--- src/nonpreemptive_sjf_scheduler_defines.svh ---
// Assertion macros for the shortest-job-first scheduler.
// Included by the scheduler top level, which carries the concurrent assertions; no other dependencies.
`ifndef NONPREEMPTIVE_SJF_SCHEDULER_DEFINES_SVH
`define NONPREEMPTIVE_SJF_SCHEDULER_DEFINES_SVH

`ifndef SYNTH
`define SJF_ASSERT_IMP(lbl, clk, rstn, ante, cons, msg) \
    lbl: assert property (@(posedge clk) disable iff (!rstn) (ante) |-> (cons)) \
        else $error(msg);
`define SJF_ASSERT_NXT(lbl, clk, rstn, ante, cons, msg) \
    lbl: assert property (@(posedge clk) disable iff (!rstn) (ante) |=> (cons)) \
        else $error(msg);
`else
`define SJF_ASSERT_IMP(lbl, clk, rstn, ante, cons, msg)
`define SJF_ASSERT_NXT(lbl, clk, rstn, ante, cons, msg)
`endif

`endif

--- src/sjf_pkg.sv ---
// Shared types and constants of the shortest-job-first scheduler.
// Used by the process cells, the pick unit and the top level; no dependencies.
`timescale 1ns / 1ps

package sjf_pkg;

    localparam int FIELD_W = 16;
    localparam int TIME_W  = 21;
    localparam int SUM_W   = 25;

    typedef struct packed {
        logic [FIELD_W-1:0] process_id;
        logic [FIELD_W-1:0] arrival;
        logic [FIELD_W-1:0] burst;
        logic               last_process;
    } sjf_in_t;

    typedef struct packed {
        logic [FIELD_W-1:0] pid_out;
        logic [TIME_W-1:0]  start_time;
        logic [TIME_W-1:0]  end_time;
        logic [TIME_W-1:0]  waiting_time;
        logic [SUM_W-1:0]   total_waiting;
        logic               last_result;
    } sjf_out_t;

    typedef struct packed {
        logic               valid;
        logic               done;
        logic [FIELD_W-1:0] id;
        logic [FIELD_W-1:0] arrival;
        logic [FIELD_W-1:0] burst;
    } sjf_entry_t;

    typedef struct packed {
        logic shift;
        logic clear;
    } sjf_cell_ctrl_t;

    typedef struct packed {
        logic en;
        logic first;
        logic retire;
    } sjf_pick_ctrl_t;

    typedef struct packed {
        logic               found;
        logic               arrived;
        logic [FIELD_W-1:0] id;
        logic [FIELD_W-1:0] arrival;
        logic [FIELD_W-1:0] burst;
    } sjf_pick_t;

    typedef enum logic [1:0] {
        SJF_LOAD,
        SJF_SCAN,
        SJF_EMIT
    } sjf_state_t;

endpackage

--- src/sjf_cell.sv ---
// One cell of the process ring: holds one process entry and its load-order tag.
// Depends on sjf_pkg for the entry and control types.
`timescale 1ns / 1ps

module sjf_cell import sjf_pkg::*; #(
    parameter int IDX_W = 4
) (
    input  logic             aclk,
    input  logic             aresetn,
    input  sjf_cell_ctrl_t   ctrl,
    input  sjf_entry_t       entry_in,
    input  logic [IDX_W-1:0] tag_in,
    output sjf_entry_t       entry_out,
    output logic [IDX_W-1:0] tag_out
);

    logic               valid_reg;
    logic               done_reg;
    logic [FIELD_W-1:0] id_reg;
    logic [FIELD_W-1:0] arrival_reg;
    logic [FIELD_W-1:0] burst_reg;
    logic [IDX_W-1:0]   tag_reg;

    always_ff @(posedge aclk) begin
        if (!aresetn) begin
            valid_reg <= 1'b0;
            done_reg  <= 1'b0;
        end else if (ctrl.clear) begin
            valid_reg <= 1'b0;
            done_reg  <= 1'b0;
        end else if (ctrl.shift) begin
            valid_reg <= entry_in.valid;
            done_reg  <= entry_in.done;
        end
    end

    always_ff @(posedge aclk) begin
        if (ctrl.shift) begin
            id_reg      <= entry_in.id;
            arrival_reg <= entry_in.arrival;
            burst_reg   <= entry_in.burst;
            tag_reg     <= tag_in;
        end
    end

    assign entry_out.valid   = valid_reg;
    assign entry_out.done    = done_reg;
    assign entry_out.id      = id_reg;
    assign entry_out.arrival = arrival_reg;
    assign entry_out.burst   = burst_reg;
    assign tag_out           = tag_reg;

endmodule

--- src/sjf_pick.sv ---
// Pick unit: while enabled, examines the head entry of the ring once per cycle and keeps
// the best arrived candidate and the earliest-arriving candidate. Depends on sjf_pkg.
`timescale 1ns / 1ps

module sjf_pick import sjf_pkg::*; #(
    parameter int IDX_W = 4
) (
    input  logic              aclk,
    input  logic              aresetn,
    input  sjf_pick_ctrl_t    ctrl,
    input  sjf_entry_t        head,
    input  logic [IDX_W-1:0]  head_tag,
    input  logic [TIME_W-1:0] cur_time,
    output sjf_pick_t         sel,
    output logic [IDX_W-1:0]  sel_tag
);

    logic               a_found_reg, a_found_next;
    logic [FIELD_W-1:0] a_id_reg, a_arr_reg, a_burst_reg;
    logic [IDX_W-1:0]   a_tag_reg;
    logic               b_found_reg, b_found_next;
    logic [FIELD_W-1:0] b_id_reg, b_arr_reg, b_burst_reg;
    logic [IDX_W-1:0]   b_tag_reg;

    logic               eligible;
    logic               arrived;
    logic               a_have;
    logic               b_have;
    logic               a_take;
    logic               b_take;
    logic [TIME_W-1:0]  head_arr_ext;

    assign head_arr_ext = {{(TIME_W-FIELD_W){1'b0}}, head.arrival};
    assign eligible     = head.valid && !head.done && !ctrl.retire;
    assign arrived      = eligible && (head_arr_ext <= cur_time);
    assign a_have       = a_found_reg && !ctrl.first;
    assign b_have       = b_found_reg && !ctrl.first;

    always_comb begin
        a_take = arrived && (!a_have || (head.burst < a_burst_reg));
        b_take = eligible && (!b_have || (head.arrival < b_arr_reg) ||
                 ((head.arrival == b_arr_reg) && (head.burst < b_burst_reg)));
        a_found_next = a_have || a_take;
        b_found_next = b_have || b_take;
    end

    always_ff @(posedge aclk) begin
        if (!aresetn) begin
            a_found_reg <= 1'b0;
            b_found_reg <= 1'b0;
        end else if (ctrl.en) begin
            a_found_reg <= a_found_next;
            b_found_reg <= b_found_next;
        end
    end

    always_ff @(posedge aclk) begin
        if (ctrl.en && a_take) begin
            a_id_reg    <= head.id;
            a_arr_reg   <= head.arrival;
            a_burst_reg <= head.burst;
            a_tag_reg   <= head_tag;
        end
        if (ctrl.en && b_take) begin
            b_id_reg    <= head.id;
            b_arr_reg   <= head.arrival;
            b_burst_reg <= head.burst;
            b_tag_reg   <= head_tag;
        end
    end

    always_comb begin
        sel.found   = a_found_reg || b_found_reg;
        sel.arrived = a_found_reg;
        if (a_found_reg) begin
            sel.id      = a_id_reg;
            sel.arrival = a_arr_reg;
            sel.burst   = a_burst_reg;
            sel_tag     = a_tag_reg;
        end else begin
            sel.id      = b_id_reg;
            sel.arrival = b_arr_reg;
            sel.burst   = b_burst_reg;
            sel_tag     = b_tag_reg;
        end
    end

endmodule

--- src/nonpreemptive_sjf_scheduler.sv ---
// Non-preemptive shortest-job-first scheduler over a ring of MAX_PROCS process cells.
// After the flagged last process, each result is found in one full rotation of the cell
// ring past the pick unit and is then formed into the output register once it is free.
// Reset is synchronous and active low; it empties the ring and returns to loading.
// Depends on sjf_pkg, sjf_cell, sjf_pick and the assertion macro header.
`timescale 1ns / 1ps
`include "nonpreemptive_sjf_scheduler_defines.svh"

module nonpreemptive_sjf_scheduler import sjf_pkg::*; #(
    parameter int MAX_PROCS = 16
) (
    input  logic     aclk,
    input  logic     aresetn,
    input  logic     s_valid,
    output logic     s_ready,
    input  sjf_in_t  s_data,
    output logic     m_valid,
    input  logic     m_ready,
    output sjf_out_t m_data
);

    localparam int IDX_W = (MAX_PROCS > 1) ? $clog2(MAX_PROCS) : 1;
    localparam int CNT_W = $clog2(MAX_PROCS + 1);
    localparam logic [IDX_W-1:0] LAST_SLOT = IDX_W'(MAX_PROCS - 1);
    localparam logic [CNT_W-1:0] FULL_CNT  = CNT_W'(MAX_PROCS);

    sjf_state_t         state_reg, state_next;
    logic [CNT_W-1:0]   count_reg, count_next;
    logic [CNT_W-1:0]   k_reg, k_next;
    logic [IDX_W-1:0]   scan_cnt_reg, scan_cnt_next;
    logic [TIME_W-1:0]  cur_time_reg, cur_time_next;
    logic [SUM_W-1:0]   wsum_reg, wsum_next;
    logic               have_prev_reg, have_prev_next;
    logic [IDX_W-1:0]   prev_tag_reg, prev_tag_next;
    logic               m_valid_reg, m_valid_next;
    sjf_out_t           m_data_reg, m_data_next;

    sjf_entry_t         ent [MAX_PROCS];
    logic [IDX_W-1:0]   tag [MAX_PROCS];
    sjf_entry_t         tail_entry;
    logic [IDX_W-1:0]   tail_tag;
    sjf_cell_ctrl_t     cell_ctrl;
    sjf_pick_ctrl_t     pick_ctrl;
    sjf_pick_t          sel;
    logic [IDX_W-1:0]   sel_tag;

    logic               s_fire;
    logic               store;
    logic               out_free;
    logic               emit_fire;
    logic               last_pick;
    logic               retire;
    logic [TIME_W-1:0]  sel_arr_ext;
    logic [TIME_W-1:0]  start_t;
    logic [TIME_W-1:0]  end_t;
    logic [TIME_W-1:0]  wait_t;
    logic [SUM_W-1:0]   sum_t;

    genvar gi;
    generate
        for (gi = 0; gi < MAX_PROCS; gi++) begin : g_cell
            if (gi == MAX_PROCS - 1) begin : g_tail
                sjf_cell #(.IDX_W(IDX_W)) u_cell (
                    .aclk      (aclk),
                    .aresetn   (aresetn),
                    .ctrl      (cell_ctrl),
                    .entry_in  (tail_entry),
                    .tag_in    (tail_tag),
                    .entry_out (ent[gi]),
                    .tag_out   (tag[gi])
                );
            end else begin : g_body
                sjf_cell #(.IDX_W(IDX_W)) u_cell (
                    .aclk      (aclk),
                    .aresetn   (aresetn),
                    .ctrl      (cell_ctrl),
                    .entry_in  (ent[gi+1]),
                    .tag_in    (tag[gi+1]),
                    .entry_out (ent[gi]),
                    .tag_out   (tag[gi])
                );
            end
        end
    endgenerate

    sjf_pick #(.IDX_W(IDX_W)) u_pick (
        .aclk     (aclk),
        .aresetn  (aresetn),
        .ctrl     (pick_ctrl),
        .head     (ent[0]),
        .head_tag (tag[0]),
        .cur_time (cur_time_reg),
        .sel      (sel),
        .sel_tag  (sel_tag)
    );

    assign out_free  = !m_valid_reg || m_ready;
    assign last_pick = (k_reg == (count_reg - CNT_W'(1)));
    assign retire    = have_prev_reg && (tag[0] == prev_tag_reg);

    always_comb begin
        state_next = state_reg;
        unique case (state_reg)
            SJF_LOAD: begin
                if (s_valid && s_data.last_process) begin
                    state_next = SJF_SCAN;
                end
            end
            SJF_SCAN: begin
                if (scan_cnt_reg == LAST_SLOT) begin
                    state_next = SJF_EMIT;
                end
            end
            SJF_EMIT: begin
                if (out_free) begin
                    state_next = last_pick ? SJF_LOAD : SJF_SCAN;
                end
            end
            default: begin
                state_next = SJF_LOAD;
            end
        endcase
    end

    always_comb begin
        s_ready         = 1'b0;
        emit_fire       = 1'b0;
        pick_ctrl.en    = 1'b0;
        pick_ctrl.first = (scan_cnt_reg == '0);
        pick_ctrl.retire = retire;
        unique case (state_reg)
            SJF_LOAD: begin
                s_ready = 1'b1;
            end
            SJF_SCAN: begin
                pick_ctrl.en = 1'b1;
            end
            SJF_EMIT: begin
                emit_fire = out_free;
            end
            default: begin
                s_ready = 1'b0;
            end
        endcase
    end

    assign s_fire = s_valid && s_ready;
    assign store  = s_fire && (count_reg != FULL_CNT);

    always_comb begin
        cell_ctrl.shift = store || (state_reg == SJF_SCAN);
        cell_ctrl.clear = emit_fire && last_pick;
        if (state_reg == SJF_LOAD) begin
            tail_entry.valid   = 1'b1;
            tail_entry.done    = 1'b0;
            tail_entry.id      = s_data.process_id;
            tail_entry.arrival = s_data.arrival;
            tail_entry.burst   = s_data.burst;
            tail_tag           = count_reg[IDX_W-1:0];
        end else begin
            tail_entry      = ent[0];
            tail_entry.done = ent[0].done || retire;
            tail_tag        = tag[0];
        end
    end

    assign sel_arr_ext = {{(TIME_W-FIELD_W){1'b0}}, sel.arrival};
    assign start_t     = sel.arrived ? cur_time_reg : sel_arr_ext;
    assign end_t       = start_t + {{(TIME_W-FIELD_W){1'b0}}, sel.burst};
    assign wait_t      = start_t - sel_arr_ext;
    assign sum_t       = wsum_reg + {{(SUM_W-TIME_W){1'b0}}, wait_t};

    always_comb begin
        count_next     = count_reg;
        k_next         = k_reg;
        scan_cnt_next  = scan_cnt_reg;
        cur_time_next  = cur_time_reg;
        wsum_next      = wsum_reg;
        have_prev_next = have_prev_reg;
        prev_tag_next  = prev_tag_reg;
        m_valid_next   = m_valid_reg && !m_ready;
        m_data_next    = m_data_reg;
        if (store) begin
            count_next = count_reg + CNT_W'(1);
        end
        if (state_reg == SJF_SCAN) begin
            scan_cnt_next = (scan_cnt_reg == LAST_SLOT) ? '0 : scan_cnt_reg + IDX_W'(1);
        end
        if (emit_fire) begin
            m_valid_next              = 1'b1;
            m_data_next.pid_out       = sel.id;
            m_data_next.start_time    = start_t;
            m_data_next.end_time      = end_t;
            m_data_next.waiting_time  = wait_t;
            m_data_next.total_waiting = sum_t;
            m_data_next.last_result   = last_pick;
            prev_tag_next             = sel_tag;
            if (last_pick) begin
                count_next     = '0;
                k_next         = '0;
                cur_time_next  = '0;
                wsum_next      = '0;
                have_prev_next = 1'b0;
            end else begin
                k_next         = k_reg + CNT_W'(1);
                cur_time_next  = end_t;
                wsum_next      = sum_t;
                have_prev_next = 1'b1;
            end
        end
    end

    always_ff @(posedge aclk) begin
        if (!aresetn) begin
            state_reg     <= SJF_LOAD;
            count_reg     <= '0;
            k_reg         <= '0;
            scan_cnt_reg  <= '0;
            cur_time_reg  <= '0;
            wsum_reg      <= '0;
            have_prev_reg <= 1'b0;
            m_valid_reg   <= 1'b0;
        end else begin
            state_reg     <= state_next;
            count_reg     <= count_next;
            k_reg         <= k_next;
            scan_cnt_reg  <= scan_cnt_next;
            cur_time_reg  <= cur_time_next;
            wsum_reg      <= wsum_next;
            have_prev_reg <= have_prev_next;
            m_valid_reg   <= m_valid_next;
        end
    end

    always_ff @(posedge aclk) begin
        prev_tag_reg <= prev_tag_next;
        m_data_reg   <= m_data_next;
    end

    assign m_valid = m_valid_reg;
    assign m_data  = m_data_reg;

    `SJF_ASSERT_IMP(a_emit_has_pick, aclk, aresetn, state_reg == SJF_EMIT, sel.found, "No candidate found at the end of a scan.")
    `SJF_ASSERT_IMP(a_jump_forward, aclk, aresetn, state_reg == SJF_EMIT && sel.found && !sel.arrived, sel_arr_ext > cur_time_reg, "Idle jump would move the clock backwards.")
    `SJF_ASSERT_NXT(a_set_cleared, aclk, aresetn, emit_fire && last_pick, count_reg == '0 && state_reg == SJF_LOAD && !have_prev_reg, "Set not cleared after its final transfer.")
    `SJF_ASSERT_IMP(a_pick_in_range, aclk, aresetn, state_reg != SJF_LOAD, count_reg != '0 && k_reg < count_reg, "Pick counter outside the loaded set.")

endmodule

--- config.mk ---
export PLATFORM = sky130hd
export DESIGN_NAME = nonpreemptive_sjf_scheduler
export DESIGN_NICKNAME = d
export VERILOG_FILES = /design/src/sjf_pkg.sv /design/src/sjf_cell.sv /design/src/sjf_pick.sv /design/src/nonpreemptive_sjf_scheduler.sv
export VERILOG_INCLUDE_DIRS = /design/src /design/src/src
export SDC_FILE = /design/constraint.sdc
export NUM_CORES = 1
export LEC_CHECK = 0
export ABC_CLOCK_PERIOD_IN_PS = 29400
export BUFFER_PORTS_ARGS = -buffer_cell sky130_fd_sc_hd__clkbuf_2
export CAP_MARGIN = 20
export CORE_UTILIZATION = 65
export CTS_CLUSTER_DIAMETER = 80
export CTS_CLUSTER_SIZE = 14
export DETAILED_ROUTE_END_ITERATION = 6
export GPL_TIMING_DRIVEN = 0
export PLACE_DENSITY = 0.84
export SETUP_SLACK_MARGIN = 0.15
export SYNTH_ARGS = -nofsm -noshare
export SYNTH_HDL_FRONTEND = slang
export SYNTH_HIERARCHICAL = 1
export SYNTH_SLANG_ARGS = --single-unit
--- constraint.sdc ---
create_clock -name aclk -period 29.4 [get_ports aclk]
set_input_delay 5.88 -clock aclk [delete_from_list [all_inputs] [get_ports aclk]]
set_output_delay 5.88 -clock aclk [all_outputs]
set_load 0.02 [all_outputs]
==> results of run 1 <==
how the worst min path moves through the flow:
stage | endpoint | start
6_report | g_cell[5].g_body.u_cell/arrival_reg[7] | g_cell[6].g_body.u_cell/arrival_reg[7]
5_1_grt | g_cell[2].g_body.u_cell/burst_reg[8] | g_cell[3].g_body.u_cell/burst_reg[8]
4_1_cts | g_cell[3].g_body.u_cell/arrival_reg[0] | g_cell[4].g_body.u_cell/arrival_reg[0]
3_5_place_dp | g_cell[0].g_body.u_cell/burst_reg[10] | g_cell[1].g_body.u_cell/burst_reg[10]
3_3_place_gp | g_cell[14].g_body.u_cell/arrival_reg[14] | g_cell[15].g_tail.u_cell/arrival_reg[14]
2_1_floorplan | g_cell[0].g_body.u_cell/arrival_reg[0] | g_cell[1].g_body.u_cell/arrival_reg[0]
metrics by stage:
step / cell area [µm²] / util, % / cells
floorplan: 41390 / - / 2323
global placement: 43240 / 68.68 / 3328
detailed placement: 43750 / 69.49 / 3349
CTS: 46330 / 73.59 / 3470
global route: 46330 / 73.59 / 3470
finish: 46340 / 73.59 / 3471
power by group through the flow:
| stage | Clock [mW] | Combinational [mW] | Sequential (mW) |
|---|---|---|---|
| finish | 1.12 | 0.216 | 2.18 |
| global route | 1.20 | 0.233 | 2.20 |
| CTS | 1.15 | 0.216 | 2.19 |
| detailed placement | 0 | 0.213 | 2.20 |
| global placement | 0 | 0.192 | 2.29 |
| floorplan | 0 | 0.136 | 2.24 |
area by class of cell:
cell class	instances	area (µm²)	share of cell area (%)
buffer	74	441.7	0.9532
inverter	113	424.2	0.9154
sequential	1143	33340	71.96
timing repair buffer	180	1274	2.749
clock inverter	7	151.4	0.3267
antenna	1	2.502	0.005401
multi-input combinational	993	7214	15.57
tap	846	1059	2.284
clock buffer	114	2427	5.239
routing by layer:
| layer | GRT usage (%) | up-vias | share of wire [%] |
|---|---|---|---|
| li1 | - | 9276 | - |
| met1 | 36.33 | 10200 | 42 |
| met2 | 40.73 | 879 | 47 |
| met3 | 3.715 | 170 | 6.4 |
| met4 | 10.79 | 0 | 3.7 |
| met5 | 0 | - | 0 |
==> impl_results.md, run 1 <==
- Status: finished with violations
- Failing checks: design-rule violations
- Wire per inst: 23.39 µm
- Number of global-route vias before repair: 20310
- DP HPWL: 49910 µm
- Worst setup EP type: primary output
- Pwr Density: 75.98 nW/µm²
- Int Pwr: 2.738 mW
- Cell Area, Synth: 41390 µm²
- Clock power share: 31.9%
- Layout cells sized above 1: 15.93%
- Top delay family on crit path: buffers and inverters
- Required time worst endpoint: 23.52 ns
- CP max FO: 10
- Min Hold Slack: 0.4117 ns
- CP Buf/Inv Count: 3
- CP max stage delay: 0.84 ns
- MaxCap Viol Count: 0
- DRC violations left: 2
- R2r worst-path depth: 22
- Setup violators final: 0
- Sw Share: 22.21%
- First-pass GRT wire length: 121900 µm
- Site row count: 92
- Headroom to the max-slew limit: 30.40%
- Critical path depth: 4
- CTS Hold Bufs: 0
- Reg clk slew, reported paths: 0.07 ns
- FF-to-FF setup slack: 22.69 ns
- Die width: 254.3 µm
- H-tree depth: 3
- Die height: 254.3 µm
- Combinational share of power: 6.1%
- Setup WS post-layout: 20.15 ns
- Sequential Power Share: 61.9%
- RSZ-0062 raised after global routing: no
- Ys Warns: 6
- Die Area: 64690 µm²
- Most frequent cells in the layout: edfxtp_1, clkbuf_2, nand2_1, ha_1, inv_1
- Synthesized Nets: 2500
- Cts repair resizes: 0
- CTS max path bufs: 3
- Max Slew Vio Count: 0
- Nets: 2774
- Measured slew at the worst slew-check pin: 1.044 ns
- Fmax achieved: 0.1081 GHz
- Critical path type: register to primary output
- Final Hold Fails: 0
- Sink Count: 1143
- Setup Buffers After CTS: 0
- Tot Pwr: 3.520 mW
- I/O pins: 160
- Area growth syn-to-layout: 11.96%
- CTS tree: built
- RePlAce Congestion: 0.9105
- Tcrit/Tclk final: 31.45%
- Setup TNS Final: 0 ns
- Worst skew pair latency: 0.65 ns
- Commonest non-fill, non-tap cell in the layout: edfxtp_1
- Hold path depth: 0
- DRT Wirelength: 81200 µm
- First DRT Iteration DRCs: 1660
- Vias per cell: 5.914
- Core ar.: 62970 µm²
- Largest net degree at the start of global routing: 78
- Reg2reg end: wsum_reg[23]
- Initial Util: 65.73%
- Syn avg cell area: 17.82 µm²
- TritonCTS Buffers: 92
- Drt first pass iters: 7
- P_sw: 0.7819 mW
- Gr usage total: 25.70%
- Worst Setup Start Kind: register
- Pre-CTS WS: 19.79 ns
- Root Driver: clkbuf_16
- Initial antenna violation count: 3
- Antenna Nets Post-Route: 0
- GR Overflow Total: 0
- Worst Setup EP: s_ready
- Crit-path cells: nor2_1 > buf_1 > clkbuf_1 > clkbuf_2
- PortBufs: 159
- Critical path's slowest cell: buf_1
- Tightest Hold Check Type: register to register
- Cell leakage power: 16.70 nW
- Launch point of the worst path: state_reg[1]
- Maximum VDD drop: 76.73 µV
- Fillers: 3589
- R2r startpoint: u_pick/a_found_reg
- Post-synthesis instance total: 2323
- Minimum clock period after layout: 9.247 ns
- Detailed-route via count: 20530
- Arr. time, crit path: 3.37 ns
- Final Skew: 0.03243 ns
No activity file was read; power rests on OpenSTA's default activity.
==> inputs of run 2 (changes only) <==
- ABC_AREA: default -> 1
- ABC_CLOCK_PERIOD_IN_PS: 29400 -> 9190
- CORE_UTILIZATION: 65 -> 61
- PLACE_DENSITY: 0.84 -> 0.8
- clock period: 29.4 -> 9.19 ns (I/O delays scaled with it)
==> run 2 against run 1 <==
Net effect: the flow now finishes without violations; sequential share of layout area is 2.1 points lower; utilization is 4.5 points lower; global-route usage is 0.20 points lower; synthesized area is 3.4% higher; register-to-register slack worse by 19 ns; total power grew to 3.2 times the previous value; sequential power grew to 3.2 times the previous value; sequential cell count stayed put; largest cell class unchanged.
==> impl_results.md, run 2 <==
- Status: finished, final reports clean
- R2r startpoint: u_pick/a_found_reg
- Cell leakage power: 18.27 nW
- Die Area: 71240 µm²
- CTS max path bufs: 3
- CP max FO: 10
- FF-to-FF setup slack: 3.64 ns
- Worst setup EP type: register
- Fillers: 4450
- Largest net degree at the start of global routing: 145
- CTS Hold Bufs: 0
- CP Buf/Inv Count: 3
- First DRT Iteration DRCs: 2250
- Reg clk slew, reported paths: 0.07 ns
- Maximum VDD drop: 226.8 µV
- Die height: 266.9 µm
- Reg2reg end: m_data[18]
- DRC violations left: 0
- Core ar.: 69070 µm²
- DRT Wirelength: 89540 µm
- Pwr Density: 236.3 nW/µm²
- Post-synthesis instance total: 3061
- Cell Area, Synth: 42810 µm²
- Vias per cell: 5.512
- Fmax achieved: 0.1803 GHz
- Root Driver: clkbuf_16
- Setup violators final: 0
- CP max stage delay: 0.60 ns
- Hold path depth: 0
- Ys Warns: 6
- Critical path type: register to register
- Gr usage total: 25.50%
- Site row count: 96
- Nets: 3504
- Area growth syn-to-layout: 11.53%
- GR Overflow Total: 0
- First-pass GRT wire length: 134100 µm
- RePlAce Congestion: 0.9709
- Die width: 266.9 µm
- Minimum clock period after layout: 5.547 ns
- Top delay family on crit path: simple AND/OR/NAND/NOR gates
- Critical path's slowest cell: o21ai_0
- RSZ-0062 raised after global routing: no
- Final Skew: 0.04701 ns
- Most used cell, CP: nand2_1
- Worst Setup Start Kind: register
- Detailed-route via count: 23720
- Cts repair resizes: 0
- Syn avg cell area: 13.98 µm²
- TritonCTS Buffers: 93
- Required time worst endpoint: 9.58 ns
- DP HPWL: 59620 µm
- Initial antenna violation count: 1
- R2r worst-path depth: 21
- H-tree depth: 3
- Layout cells sized above 1: 11.12%
- PortBufs: 159
- Synthesized Nets: 3238
- Commonest non-fill, non-tap cell in the layout: edfxtp_1
- Final Instance Area: 47740 µm²
- Drt first pass iters: 6
- CTS tree: built
- Antenna Nets Post-Route: 0
- Wire per inst: 20.80 µm
- Sink Count: 1143
- Most frequent cells in the layout: edfxtp_1, nand2_1, inv_1, clkbuf_2, a21oi_1
- Initial Util: 61.98%
- Arr. time, crit path: 5.94 ns
- Tcrit/Tclk final: 60.36%
- Final Core Density: 69.13%
- Hold_sp: g_cell[3].g_body.u_cell/arrival_reg[8]
- Final Hold Fails: 0
- Worst skew pair latency: 0.66 ns
- Measured slew at the worst slew-check pin: 0.9548 ns
- Tightest Hold Check Type: register to register
- Number of global-route vias before repair: 23720
- Hold Crit Endpoint: g_cell[2].g_body.u_cell/arrival_reg[8]
- Setup Buffers After CTS: 0
- Max Slew Vio Count: 0
- I/O pins: 160
- Headroom to the max-slew limit: 36.34%
- Crit-path cells: buf_2 > buf_2 > nand2_1 > o21ai_1 > inv_1 > o21ai_0 > ha_1 > a21oi_1 > o21ai_0 > nor2_1 > o21ai_0 > xor2_1 > ha_1 > nand2_1 > nor2_1 > nand3_1 > nand3_1 > nand2_1 > nand2_1 > nand2_1 > and2_1
- Diode count: 0
- MaxCap Viol Count: 0
- Placed inst area: 45070 µm²
run 2: worst max-delay path by stage:
stage / startpoint / to / slack (ns) / depth (start not counted)
after global placement: s_valid / g_cell[1].g_body.u_cell/burst_reg[5] / -1.19 / 3
final: u_pick/a_found_reg / m_data[18] / 3.64 / 21
after global routing: u_pick/a_found_reg / m_data[24] / 3.34 / 23
after CTS: u_pick/a_found_reg / m_data[18] / 3.67 / 21
after floorplan: s_valid / g_cell[0].g_body.u_cell/valid_reg / 0.61 / 5
after detailed placement: u_pick/a_found_reg / m_data[18] / 3.69 / 21
run 2: per-layer routing:
layer	track usage [%]	share of wire, %	vias up
li1	-	-	11030
met1	33.56	41	11570
met2	42.93	49	912
met3	3.460	6.1	207
met4	10.84	4.0	2
met5	0	0.0089	-
run 2: report_power, final:
group,internal (mW),total [mW],switching (mW)
registers,6.67,6.95,0.282
clock network,1.89,3.64,1.75
logic,0.158,0.692,0.533
total,8.72,11.3,2.56
run 2: final cells by class:
cell class / instances / area, µm² / share of cell area (%)
inverter: 305 / 1147 / 2.403
buffer: 77 / 456.7 / 0.9566
multi-input combinational: 1536 / 7895 / 16.54
sequential: 1143 / 33340 / 69.84
timing repair buffer: 171 / 1076 / 2.254
tap: 931 / 1165 / 2.440
clock buffer: 130 / 2487 / 5.210
clock inverter: 11 / 172.7 / 0.3617
run 2: worst register-to-register path, stage by stage, from the launching register on:
cell and delay, ns:
dfxtp_1 0.54, buf_2 0.36, buf_2 0.29, nand2_1 0.08, o21ai_1 0.10, inv_1 0.11, o21ai_0 0.60, ha_1 0.45
a21oi_1 0.20, o21ai_0 0.15, nor2_1 0.26, o21ai_0 0.21, xor2_1 0.23, ha_1 0.40, nand2_1 0.13, nor2_1 0.39
nand3_1 0.13, nand3_1 0.22, nand2_1 0.14, nand2_1 0.09, nand2_1 0.06, and2_1 0.16
run 2: metrics by stage:
step / hold WS, ns / instances / power [mW] / worst slack, ns / setup TNS (ns)
CTS: 0.4043 / 4303 / 11.37 / 3.665 / 0
global route: 0.4080 / 4304 / 11.67 / 3.338 / 0
finish: 0.4040 / 4304 / 11.28 / 3.643 / 0
detailed placement: 0.4045 / 4162 / 7.724 / 3.687 / 0
floorplan: 0.4003 / 3061 / 7.521 / 0.6122 / 0
global placement: 0.4001 / 4151 / 7.836 / -1.186 / -901.98
